==> config.mk <==
export PLATFORM = sky130hd
export DESIGN_NAME = dri_sat_acc
export DESIGN_NICKNAME = d
export VERILOG_FILES = /design/src/rtl/core/dead_reckoning_integrator_top_defines.svh /design/src/rtl/core/dri_pkg.sv /design/src/rtl/core/dri_sat_acc.sv
export SDC_FILE = /design/constraint.sdc
export NUM_CORES = 1
export LEC_CHECK = 0
export BUFFER_PORTS_ARGS = -buffer_cell sky130_fd_sc_hd__buf_2
export CAP_MARGIN = 20
export CORE_AREA = 2 2 115 117
export DETAILED_ROUTE_END_ITERATION = 12
export DIE_AREA = 0 0 117 119
export PLACE_DENSITY_LB_ADDON = 0.1
export RECOVER_POWER = 25
export SETUP_SLACK_MARGIN = 0.1
export SYNTH_ARGS = -nofsm -noshare
export SYNTH_HDL_FRONTEND = slang
export SYNTH_SLANG_ARGS = --single-unit
==> constraint.sdc <==
create_clock -name clk -period 4.25 [get_ports clk]
set_clock_uncertainty 0.15 [all_clocks]
set_input_delay 0.85 -clock clk [delete_from_list [all_inputs] [get_ports clk]]
set_output_delay 0.85 -clock clk [all_outputs]
set_load 0.03 [all_outputs]
==> src/rtl/core/dead_reckoning_integrator_top_defines.svh <==
// Assertion macros for the dead-reckoning integrator.
`ifndef DEAD_RECKONING_INTEGRATOR_TOP_DEFINES_SVH
`define DEAD_RECKONING_INTEGRATOR_TOP_DEFINES_SVH

// Same-cycle implication, sampled on clk and muted during reset.
`define DRI_ASSERT_NOW(lbl, ante, cons, msg) \
	lbl: assert property (@(posedge clk) disable iff (!arst_n) (ante) |-> (cons)) \
		else $error(msg);

// Next-cycle implication, sampled on clk and muted during reset.
`define DRI_ASSERT_NEXT(lbl, ante, cons, msg) \
	lbl: assert property (@(posedge clk) disable iff (!arst_n) (ante) |=> (cons)) \
		else $error(msg);

`endif

==> src/rtl/core/dri_pkg.sv <==
// Shared types, widths and the CORDIC arctangent table of the dead-reckoning integrator.
package dri_pkg;

	localparam int HEAD_W = 16;
	localparam int ACCEL_W = 16;
	localparam int VEL_W = 32;
	localparam int POS_W = 48;
	// Rotation vector in Q8.24 with headroom for the CORDIC gain.
	localparam int XY_W = 34;
	// Velocity increment after rounding away eight fraction bits.
	localparam int DX_W = XY_W - 8;

	localparam int CORDIC_STAGES_DEF = 16;
	localparam int ANGLE_BITS_DEF = 16;

	localparam logic signed [17:0] GAIN_Q16 = 18'sd39797;

	localparam logic [31:0] ATAN_TURN32 [24] = '{
		32'h20000000, 32'h12E4051E, 32'h09FB385B, 32'h051111D4,
		32'h028B0D43, 32'h0145D7E1, 32'h00A2F61E, 32'h00517C55,
		32'h0028BE53, 32'h00145F2F, 32'h000A2F98, 32'h000517CC,
		32'h00028BE6, 32'h000145F3, 32'h0000A2FA, 32'h0000517D,
		32'h000028BE, 32'h0000145F, 32'h00000A30, 32'h00000518,
		32'h0000028C, 32'h00000146, 32'h000000A3, 32'h00000051
	};

	// Arctangent of 2^-k in units of 2^-abits turn, rounded half up.
	function automatic logic [32:0] atan_step(input int k, input int abits);
		logic [32:0] sum;
		sum = {1'b0, ATAN_TURN32[k]} + (33'd1 << (31 - abits));
		return sum >> (32 - abits);
	endfunction

	typedef struct packed {
		logic signed [ACCEL_W-1:0] acceleration;
		logic signed [HEAD_W-1:0]  turn_step;
	} dri_in_t;

	typedef struct packed {
		logic signed [POS_W-1:0] position_x;
		logic signed [POS_W-1:0] position_y;
		logic signed [VEL_W-1:0] velocity_x;
		logic signed [VEL_W-1:0] velocity_y;
		logic [HEAD_W-1:0]       heading;
	} dri_out_t;

endpackage

==> src/rtl/core/dri_sat_acc.sv <==
// Saturating accumulator register that adds a signed increment on each load.
module dri_sat_acc import dri_pkg::*; #(
	parameter int IN_W  = VEL_W,
	parameter int ACC_W = POS_W
) (
	input  logic                    clk,
	input  logic                    arst_n,
	input  logic                    load,
	input  logic signed [IN_W-1:0]  incr,
	output logic signed [ACC_W-1:0] acc
);

	localparam logic signed [ACC_W-1:0] ACC_MAX = {1'b0, {(ACC_W-1){1'b1}}};
	localparam logic signed [ACC_W-1:0] ACC_MIN = {1'b1, {(ACC_W-1){1'b0}}};

	logic signed [ACC_W-1:0] acc_q, acc_nx;
	logic signed [ACC_W:0]   sum;

	always_comb begin
		sum = (ACC_W+1)'(acc_q) + (ACC_W+1)'(incr);
		// The two top bits differ only when the sum left the range.
		if (sum[ACC_W] != sum[ACC_W-1]) begin
			acc_nx = sum[ACC_W] ? ACC_MIN : ACC_MAX;
		end else begin
			acc_nx = sum[ACC_W-1:0];
		end
	end

	always_ff @(posedge clk or negedge arst_n) begin
		if (!arst_n) begin
			acc_q <= '0;
		end else if (load) begin
			acc_q <= acc_nx;
		end
	end

	assign acc = acc_q;

endmodule

==> metrics.csv <==
stage,metric,value,unit
run_status,status,"finished, violations left",
run_status,failing checks,"capacitance limit, slew limit",
worst_setup_path,crit path from,incr[0],
clock_tree,CTS Buffer Depth,2,
power_and_ir_drop,combinational power share,75.2,%
worst_hold_path,hold wc startpoint,acc[22]$_DFFE_PN0P_,
clock_tree,H-tree levels,2,
clock_tree,TritonCTS clock tree,yes,
floorplanning,Core ar.,12900,um2
routing,Initial DRC Count,166,
global_route,first-pass GRT wire length,21.5,mm
sta,Finish-stage setup viols,0,
global_route,total track usage,19.1,%
power_and_ir_drop,power share of the clock group,8.1,%
final_layout,"commonest non-fill, non-tap cell in the layout",buf_2,
synthesis,ys flop type,dfrtp_1,
worst_setup_path,reg2reg setup slack,0.54,ns
floorplanning,number of cell rows,42,
synthesis,"Async S/R FF share, synth",100,%
routing,post-route antenna net violation count,0,
final_layout,most frequent cells in the layout,"buf_2, nor2_1, a21oi_1",
synthesis,synthesized area,4680,um2
worst_hold_path,Hold WC Path Type,reg2reg,
worst_setup_path,CP startpoint kind,primary input,
sta,Peak Freq,253,MHz
final_layout,max FFs per register,48,
worst_setup_path,CP Capture Point,acc[42]$_DFFE_PN0P_,
worst_setup_path,Worst R2R Start,acc[0]$_DFFE_PN0P_,
worst_setup_path,Worst R2R Path Depth,14,
global_route,initial antenna violation count,0,
synthesis,Post-synth EDFFs,0,
clock_tree,"CTS clk-pin slew, worst paths",0.07,ns
synthesis,Netlist cell types,57,
sta,count of pins over their slew limit,33,
sta,Post-Route Setup TNS,0,ns
clock_tree,postcts setup bufs,0,
global_route,GRT overflow,0,
final_layout,final cell count without fillers,861,
sta,final hold viol count,0,
sta,worst slew pin tran,1.87,ns
synthesis,"Seq/Total Area, Yosys",25.6,%
worst_setup_path,CP arrival,3.96,ns
global_route,pin count of the biggest net entering global routing,51,
placed_design,DP Wirelength,10.1,mm
synthesis,syn nets,685,
final_layout,Nets,769,
routing,via/cell ratio,5.30,
sta,post-route minimum period,3.95,ns
clock_tree,CTS Sinks,48,
sta,"Period Utilization, post-route",92.9,%
final_layout,diode count,0,
global_route,vias in the first global route,4490,
power_and_ir_drop,Sw Share,52.4,%
floorplanning,Die W,117,um
power_and_ir_drop,power per cell area,963,nW/um2
power_and_ir_drop,Int Pwr,2.53,mW
synthesis,Post-Synthesis Cells,601,
power_and_ir_drop,Flop pwr share,16.7,%
routing,Routed Wire Length,13.1,mm
worst_setup_path,largest fanout on the critical path,26,
worst_setup_path,CP required,4.26,ns
final_layout,filler cell count,1364,
sta,RSZ-0062 raised after global routing,no,
clock_tree,Root Driver,clkbuf_16,
clock_tree,CTS buffer count,5,
routing,First-pass DRT Iterations,4,
synthesis,yosys warns,0,
worst_setup_path,Crit Path Class,in2reg,
sta,max_slew headroom,-24.3,%
placed_design,dpl cells,854,
clock_tree,worst-skew pair later-pin latency,0.30,ns
placed_design,gp weighted congestion,0.832,
floorplanning,Initial Util,36.4,%
placed_design,port bufs,82,
routing,wire length per cell,15.2,um
synthesis,Synth Register Bits,48,
routing,vias post-DR,4562,
power_and_ir_drop,net switching power,2.79,mW
floorplanning,boundary pin count,83,
final_layout,Area Growth Syn to Fin,17.9,%
power_and_ir_drop,peak supply drop,0.000383,V
power_and_ir_drop,Leakage,2.70,nW
floorplanning,Die Area,13900,um2
run,Max-cap violations,1,
worst_setup_path,Worst setup EP type,register,
worst_setup_path,worst reg2reg endpoint,acc[42]$_DFFE_PN0P_,
floorplanning,die height,119,um
synthesis,mean area per synthesized cell,7.79,um2
final_layout,fraction of layout cells with a size suffix above 1,17.1,%
routing,DRC viols,0,
power by group through the flow:
| stage | Combinational, mW | Sequential, mW | Clock (mW) |
|---|---|---|---|
| floorplan | 2.55 | 1.33 | 0 |
| global placement | 3.98 | 0.892 | 0 |
| detailed placement | 3.99 | 0.903 | 0 |
| global route | 4.45 | 0.929 | 0.465 |
| finish | 4.00 | 0.891 | 0.429 |
| CTS | 4.01 | 0.895 | 0.449 |
timing repair:
action / 4_1_cts / 5_1_grt
hold buffers: 0 / 0
gates resized for setup: 0 / 1
setup endpoints to repair: 0 / 19
Yosys cell counts (3+ instances only):
master	count	area, um2
nor2_1	67	251
a21oi_1	57	285
inv_1	56	210
dfrtp_1	48	1200
ha_1	48	601
o22ai_1	46	288
nand2_1	40	150
o21ai_0	31	155
xnor2_1	24	210
a21o_1	22	165
clkbuf_1	18	67.6
xor2_1	15	131
nor3_1	11	55.1
o21bai_1	9	67.6
a31oi_1	8	50.1
nand4_1	8	50.1
a211oi_1	7	52.6
and3_1	7	43.8
nand3_1	6	30.0
nor2b_1	5	31.3
o21a_1	5	37.5
o31a_1	5	43.8
and2_1	4	25.0
buf_6	4	45.0
o31ai_1	4	30.0
or3_1	4	25.0
a211o_1	3	26.3
buf_4	3	22.5
nand2b_1	3	18.8
o211ai_1	3	22.5
layer usage:
metal / part of all wire (%) / vias up / wire length (um) / track usage (%)
li1: - / 2339 / - / -
met4: 0.95 / 0 / 124 / 4.19
met3: 3.6 / 9 / 469 / 3.16
met1: 47 / 2137 / 6200 / 25.5
met2: 48 / 77 / 6270 / 32.1
met5: 0 / - / 0 / 0
worst min-delay path by stage:
stage / end / slack [ns] / cells after the start
floorplan: acc[0]$_DFFE_PN0P_ / 0.40 / 0
global placement: acc[0]$_DFFE_PN0P_ / 0.39 / 2
detailed placement: acc[22]$_DFFE_PN0P_ / 0.39 / 2
CTS: acc[22]$_DFFE_PN0P_ / 0.40 / 2
global route: acc[24]$_DFFE_PN0P_ / 0.43 / 2
finish: acc[22]$_DFFE_PN0P_ / 0.40 / 2
kinds of logic (layout without fill, tap and decap cells):
logic type,after synthesis,count (layout),synth area share [%]
AND/OR/NAND/NOR,168,168,17.0
adder cells (fa/ha/maj),49,49,13.2
flip-flops,48,48,25.6
AO/OA/AOI/OAI,214,214,29.1
multiplexers,1,1,0.240
XOR/XNOR,39,39,7.29
buffers and inverters,82,166,7.48
stage by stage:
step           utilization (%)  worst slack [ns]  power (mW)  area [um2]  hold slack [ns]
2_1_floorplan                -             0.362        3.88        4680            0.404
3_3_place_gp              41.7            0.0604        4.87        5370            0.386
3_5_place_dp              41.7           -0.0835        4.90        5370            0.394
4_1_cts                   42.9             0.224        5.36        5520            0.404
5_1_grt                   42.9             0.120        5.84        5520            0.425
6_report                  42.9             0.302        5.32        5520            0.399
area by class of cell:
cell class | count | area [um2] | area share, %
Timing Repair Buffer | 103 | 592 | 10.7
Multi-Input combinational cell | 471 | 3150 | 57.0
Tap cell | 176 | 220 | 3.99
Inverter | 56 | 210 | 3.81
Clock buffer | 7 | 153 | 2.76
Sequential cell | 48 | 1200 | 21.7
worst max-delay path: stages:
cell and delay, ns:
buf_2 0.08, ha_1 0.18, inv_1 0.07, fa_1 0.41, nor2b_1 0.17, o31ai_1 0.11
a211o_1 0.32, a21oi_1 0.20, or4b_1 0.17, a21oi_1 0.08, o41a_1 0.45, or4_4 0.45
nand3_4 0.12, buf_12 0.18, o22ai_1 0.10
No activity file was read; power rests on OpenSTA's default activity.
