===== src/rtl/core/dead_reckoning_integrator_top_defines.svh =====
// Assertion macros for the dead-reckoning integrator.
`ifndef DEAD_RECKONING_INTEGRATOR_TOP_DEFINES_SVH
`define DEAD_RECKONING_INTEGRATOR_TOP_DEFINES_SVH

// Same-cycle implication, sampled on clk and muted during reset.
`define DRI_ASSERT_NOW(lbl, ante, cons, msg) \
	lbl: assert property (@(posedge clk) disable iff (!arst_n) (ante) |-> (cons)) \
		else $error(msg);

// Next-cycle implication, sampled on clk and muted during reset.
`define DRI_ASSERT_NEXT(lbl, ante, cons, msg) \
	lbl: assert property (@(posedge clk) disable iff (!arst_n) (ante) |=> (cons)) \
		else $error(msg);

`endif


===== src/rtl/core/dri_pkg.sv =====
// Shared types, widths and the CORDIC arctangent table of the dead-reckoning integrator.
package dri_pkg;

	localparam int HEAD_W = 16;
	localparam int ACCEL_W = 16;
	localparam int VEL_W = 32;
	localparam int POS_W = 48;
	// Rotation vector in Q8.24 with headroom for the CORDIC gain.
	localparam int XY_W = 34;
	// Velocity increment after rounding away eight fraction bits.
	localparam int DX_W = XY_W - 8;

	localparam int CORDIC_STAGES_DEF = 16;
	localparam int ANGLE_BITS_DEF = 16;

	localparam logic signed [17:0] GAIN_Q16 = 18'sd39797;

	localparam logic [31:0] ATAN_TURN32 [24] = '{
		32'h20000000, 32'h12E4051E, 32'h09FB385B, 32'h051111D4,
		32'h028B0D43, 32'h0145D7E1, 32'h00A2F61E, 32'h00517C55,
		32'h0028BE53, 32'h00145F2F, 32'h000A2F98, 32'h000517CC,
		32'h00028BE6, 32'h000145F3, 32'h0000A2FA, 32'h0000517D,
		32'h000028BE, 32'h0000145F, 32'h00000A30, 32'h00000518,
		32'h0000028C, 32'h00000146, 32'h000000A3, 32'h00000051
	};

	// Arctangent of 2^-k in units of 2^-abits turn, rounded half up.
	function automatic logic [32:0] atan_step(input int k, input int abits);
		logic [32:0] sum;
		sum = {1'b0, ATAN_TURN32[k]} + (33'd1 << (31 - abits));
		return sum >> (32 - abits);
	endfunction

	typedef struct packed {
		logic signed [ACCEL_W-1:0] acceleration;
		logic signed [HEAD_W-1:0]  turn_step;
	} dri_in_t;

	typedef struct packed {
		logic signed [POS_W-1:0] position_x;
		logic signed [POS_W-1:0] position_y;
		logic signed [VEL_W-1:0] velocity_x;
		logic signed [VEL_W-1:0] velocity_y;
		logic [HEAD_W-1:0]       heading;
	} dri_out_t;

endpackage


===== src/rtl/core/dri_cordic_cell.sv =====
// One rotation-mode CORDIC cell with its own valid bit and output register.
module dri_cordic_cell import dri_pkg::*; #(
	parameter int STAGE      = 0,
	parameter int ANGLE_BITS = ANGLE_BITS_DEF
) (
	input  logic                      clk,
	input  logic                      arst_n,
	input  logic                      up_valid,
	output logic                      up_ready,
	input  logic signed [XY_W-1:0]    up_x,
	input  logic signed [XY_W-1:0]    up_y,
	input  logic signed [ANGLE_BITS:0] up_z,
	input  logic [HEAD_W-1:0]         up_head,
	output logic                      dn_valid,
	input  logic                      dn_ready,
	output logic signed [XY_W-1:0]    dn_x,
	output logic signed [XY_W-1:0]    dn_y,
	output logic signed [ANGLE_BITS:0] dn_z,
	output logic [HEAD_W-1:0]         dn_head
);

	localparam logic [32:0] ATAN_FULL = atan_step(STAGE, ANGLE_BITS);
	localparam logic signed [ANGLE_BITS:0] ATAN_Z = ATAN_FULL[ANGLE_BITS:0];

	logic                      valid_q;
	logic signed [XY_W-1:0]    x_q, y_q;
	logic signed [ANGLE_BITS:0] z_q;
	logic [HEAD_W-1:0]         head_q;
	logic signed [XY_W-1:0]    xs, ys, x_nx, y_nx;
	logic signed [ANGLE_BITS:0] z_nx;

	assign up_ready = !valid_q || dn_ready;

	always_comb begin
		xs = up_x >>> STAGE;
		ys = up_y >>> STAGE;
		// A non-negative residual angle rotates anticlockwise.
		if (!up_z[ANGLE_BITS]) begin
			x_nx = up_x - ys;
			y_nx = up_y + xs;
			z_nx = up_z - ATAN_Z;
		end else begin
			x_nx = up_x + ys;
			y_nx = up_y - xs;
			z_nx = up_z + ATAN_Z;
		end
	end

	always_ff @(posedge clk or negedge arst_n) begin
		if (!arst_n) begin
			valid_q <= 1'b0;
		end else if (up_ready) begin
			valid_q <= up_valid;
		end
	end

	always_ff @(posedge clk) begin
		if (up_valid && up_ready) begin
			x_q    <= x_nx;
			y_q    <= y_nx;
			z_q    <= z_nx;
			head_q <= up_head;
		end
	end

	assign dn_valid = valid_q;
	assign dn_x     = x_q;
	assign dn_y     = y_q;
	assign dn_z     = z_q;
	assign dn_head  = head_q;

endmodule


===== config.mk =====
export PLATFORM = sky130hd
export DESIGN_NAME = dri_cordic_cell
export DESIGN_NICKNAME = d
export VERILOG_FILES = /design/src/rtl/core/dead_reckoning_integrator_top_defines.svh /design/src/rtl/core/dri_pkg.sv /design/src/rtl/core/dri_cordic_cell.sv
export SDC_FILE = /design/constraint.sdc
export NUM_CORES = 1
export LEC_CHECK = 0
export ABC_CLOCK_PERIOD_IN_PS = 3400
export BUFFER_PORTS_ARGS = -buffer_cell sky130_fd_sc_hd__buf_4
export CAP_MARGIN = 20
export CORE_MARGIN = 2
export CORE_UTILIZATION = 45
export CTS_CLUSTER_DIAMETER = 60
export CTS_CLUSTER_SIZE = 30
export DETAILED_ROUTE_END_ITERATION = 10
export PLACE_DENSITY = 0.71
export SYNTH_ARGS = -nofsm -noshare
export SYNTH_HDL_FRONTEND = slang
export SYNTH_SLANG_ARGS = --single-unit

===== constraint.sdc =====
create_clock -name clk -period 3.4 [get_ports clk]
set_clock_uncertainty 0.1 [all_clocks]
set_input_delay 0.85 -clock clk [delete_from_list [all_inputs] [get_ports clk]]
set_output_delay 0.85 -clock clk [all_outputs]
set_load 0.005 [all_outputs]

==> reports/results.tsv <==
metric	value	unit
post-route-min-period	3.32	ns
power_frac_seq	34.6	%
htree_levels	3	
rows	52	
crit_fanout	3	
rr_startpoint	dn_valid	
regArea	0.00303	mm²
num_vias	9451	
post-route-period-util	97.7	%
clock-sinks	101	
synth_cells	1036	
crit_required	3.40	ns
hold_buffers	0	
cap_violations	0	
grt-ovfl-total	0	
ir_worst_vdd	218	µV
synth-seq-cells	101	
gp_congestion	1.09	
rrSetupSlack	1.81	ns
dp_hpwl	25800	µm
via_per_inst	5.58	
start_kind	input pin	
grt_pass1_vias	8953	
synth_fa_ha_area_share	14.7	%
worstSetupEndpoint	dn_x[30]	
synthToLayoutAreaGrowth	39.0	%
syn_area	0.00925	mm²
worst_pin_slew	0.709	ns
wl_per_cell	18.6	µm
seq_area_frac_synth	32.7	%
p_per_area	358	mW/mm²
ys_warn_count	0	
initial_core_util	45.7	%
cp-startpoint	up_x[0]	
p_sw	0.00156	W
post_cts_buffers	0	
fillers	1758	
dieArea	0.0217	mm²
synth-simple-area-share	13.0	%
p_sw_share	33.9	%
ys_types	83	
drtIter0Drc	1062	
setup-violations-final	0	
maxSlewHeadroom	52.2	%
routed_wl	31500	µm
hold_path.class	input pin to async pin	
ios	208	
hold_viol_final	0	
synth.area.mux_share	0.866	%
end_kind	register	
core_region_area	0.0202	mm²
die_y	147	µm
cts_buffers	9	
clk_latency	0.36	ns
power	0.00460	W
die-width	147	µm
fin_util	63.5	%
hold_ws	0.148	ns
layout_common_cells	buf_4 (416), ha_1 (101), edfxtp_1 (100), inv_1 (99), a21oi_1 (99)	
multi_input_area	0.00562	mm²
clk_transition_reported_paths	0.08	ns
drt-pass1-iter-count	6	
drive_gt1_share	33.1	%
r2r-end	dn_x[10]	
reg2reg_depth	3	
timing.fmax	301	MHz
cts-root-buf	clkbuf_16	
status	completed	
io_buffers	207	
grt_util_all_layers	28.3	%
synthFlopType	edfxtp_1	
cts_tree	yes	
n_antenna_cell	0	
pwr-share-comb	41.2	%
clkPwrFrac	24.2	%
synth_nets	1247	
synth_top_family_by_area	compound AO/OA/AOI/OAI gates	
ant_nets	0	
synth-xor-area-share	6.15	%
nets	1630	
grt_max_degree	50	
p_int	0.00304	W
grt_antenna_before_repair	0	
crit_arrival	3.32	ns
path_class	input pin to register	
drv_slew	0	
grt_pass1_wl	48100	µm
synth-edff-count	100	
leakagePower	5.85	nW
synth.avg_cell_area	8.93	µm²
grt_setup_unrepaired	false	
clk_path_buf_depth	2	
ys_async_sr_fraction	0.990	%
synth_compound_area_share	26.0	%
drcViolationCount	0	
layout_commonest_cell	buf_4	
logic make-up after synthesis:
group | after synthesis
buffers and inverters | 149
multiplexers | 8
AND/OR/NAND/NOR | 252
flip-flops | 101
adder cells (fa/ha/maj) | 106
AO/OA/AOI/OAI | 355
XOR/XNOR | 65
final cells by class:
| class | count | area share [%] |
|---|---|---|
| clock inverter | 7 | 0.642 |
| tap | 270 | 2.63 |
| inverter | 102 | 2.98 |
| sequential | 101 | 23.6 |
| multi-input combinational | 786 | 43.7 |
| timing repair buffer | 419 | 24.8 |
| clock buffer | 9 | 1.75 |
power groups by stage:
stage | clock (W) | combinational [W] | sequential (W)
3_3_place_gp | 0 | 0.00184 | 0.00162
4_1_cts | 0.00113 | 0.00186 | 0.00160
5_1_grt | 0.00117 | 0.00204 | 0.00160
6_report | 0.00111 | 0.00190 | 0.00159
3_5_place_dp | 0 | 0.00185 | 0.00162
2_1_floorplan | 0 | 0.000925 | 0.00163
layer usage:
layer,up-vias,part of all wire (%),global-route usage [%]
li1,4519,-,-
met1,4403,45,41.2
met2,483,44,44.3
met3,46,8.9,4.04
met4,0,2.0,7.50
met5,-,0,0
synth_stat cells (5+ instances only):
| master | number | share of area (%) |
|---|---|---|
| a211oi_1 | 9 | 0.73 |
| a21o_1 | 21 | 1.7 |
| a21oi_1 | 99 | 5.4 |
| a22oi_1 | 7 | 0.57 |
| a31oi_1 | 15 | 1.0 |
| and2_1 | 5 | 0.34 |
| and3_1 | 8 | 0.54 |
| buf_2 | 11 | 0.60 |
| buf_4 | 7 | 0.57 |
| clkbuf_1 | 24 | 0.97 |
| edfxtp_1 | 100 | 32 |
| ha_1 | 102 | 14 |
| inv_1 | 100 | 4.1 |
| mux2i_1 | 8 | 0.87 |
| nand2_1 | 52 | 2.1 |
| nand2b_1 | 7 | 0.47 |
| nand3_1 | 24 | 1.3 |
| nand4_1 | 16 | 1.1 |
| nor2_1 | 86 | 3.5 |
| nor2b_1 | 13 | 0.88 |
| nor3_1 | 19 | 1.0 |
| o211ai_1 | 21 | 1.7 |
| o21a_1 | 11 | 0.89 |
| o21ai_0 | 81 | 4.4 |
| o21ai_1 | 5 | 0.27 |
| o21bai_1 | 21 | 1.7 |
| o31ai_1 | 7 | 0.57 |
| or3_1 | 6 | 0.41 |
| xnor2_1 | 59 | 5.6 |
| xor2_1 | 6 | 0.57 |
worst min-delay path by stage:
stage | start | end | slack, ns | cells after the start
floorplan | dn_valid | dn_valid | 0.44 | 2
global placement | dn_valid | dn_valid | 0.43 | 2
detailed placement | dn_valid | dn_valid | 0.47 | 2
CTS | arst_n | dn_valid | 0.14 | 1
global route | arst_n | dn_valid | 0.14 | 1
finish | arst_n | dn_valid | 0.15 | 1
state kept, by name, summed over array words and instances, names as in the netlist:
| register | count |
|---|---|
| dn_valid | 1 |
| dn_y | 34 |
| dn_z | 17 |
| dn_head | 16 |
| dn_x | 33 |
worst max-delay path, stage by stage:
cell	delay (ns)
buf_4	0.12
ha_1	0.22
fa_1	0.42
nor2b_1	0.17
o211ai_1	0.18
buf_4	0.15
a211oi_2	0.09
o21ai_1	0.29
a21oi_1	0.14
o21a_1	0.20
a41oi_1	0.36
xnor2_1	0.11
repair_timing:
action,4_1_cts,5_1_grt
resized for setup,1,4
endpoints found under the setup margin,1,6
cloned,0,0
metrics by stage:
step,instances,worst slack [ns],TNS (ns),area [µm²]
floorplan,1036,0.210,0,9250
global placement,1678,-0.331,-2.80,12500
detailed placement,1678,-0.360,-3.38,12500
CTS,1694,0.107,0,12900
global route,1694,0.0122,0,12900
finish,1694,0.0784,0,12900
(Power assumes the default switching activity.)
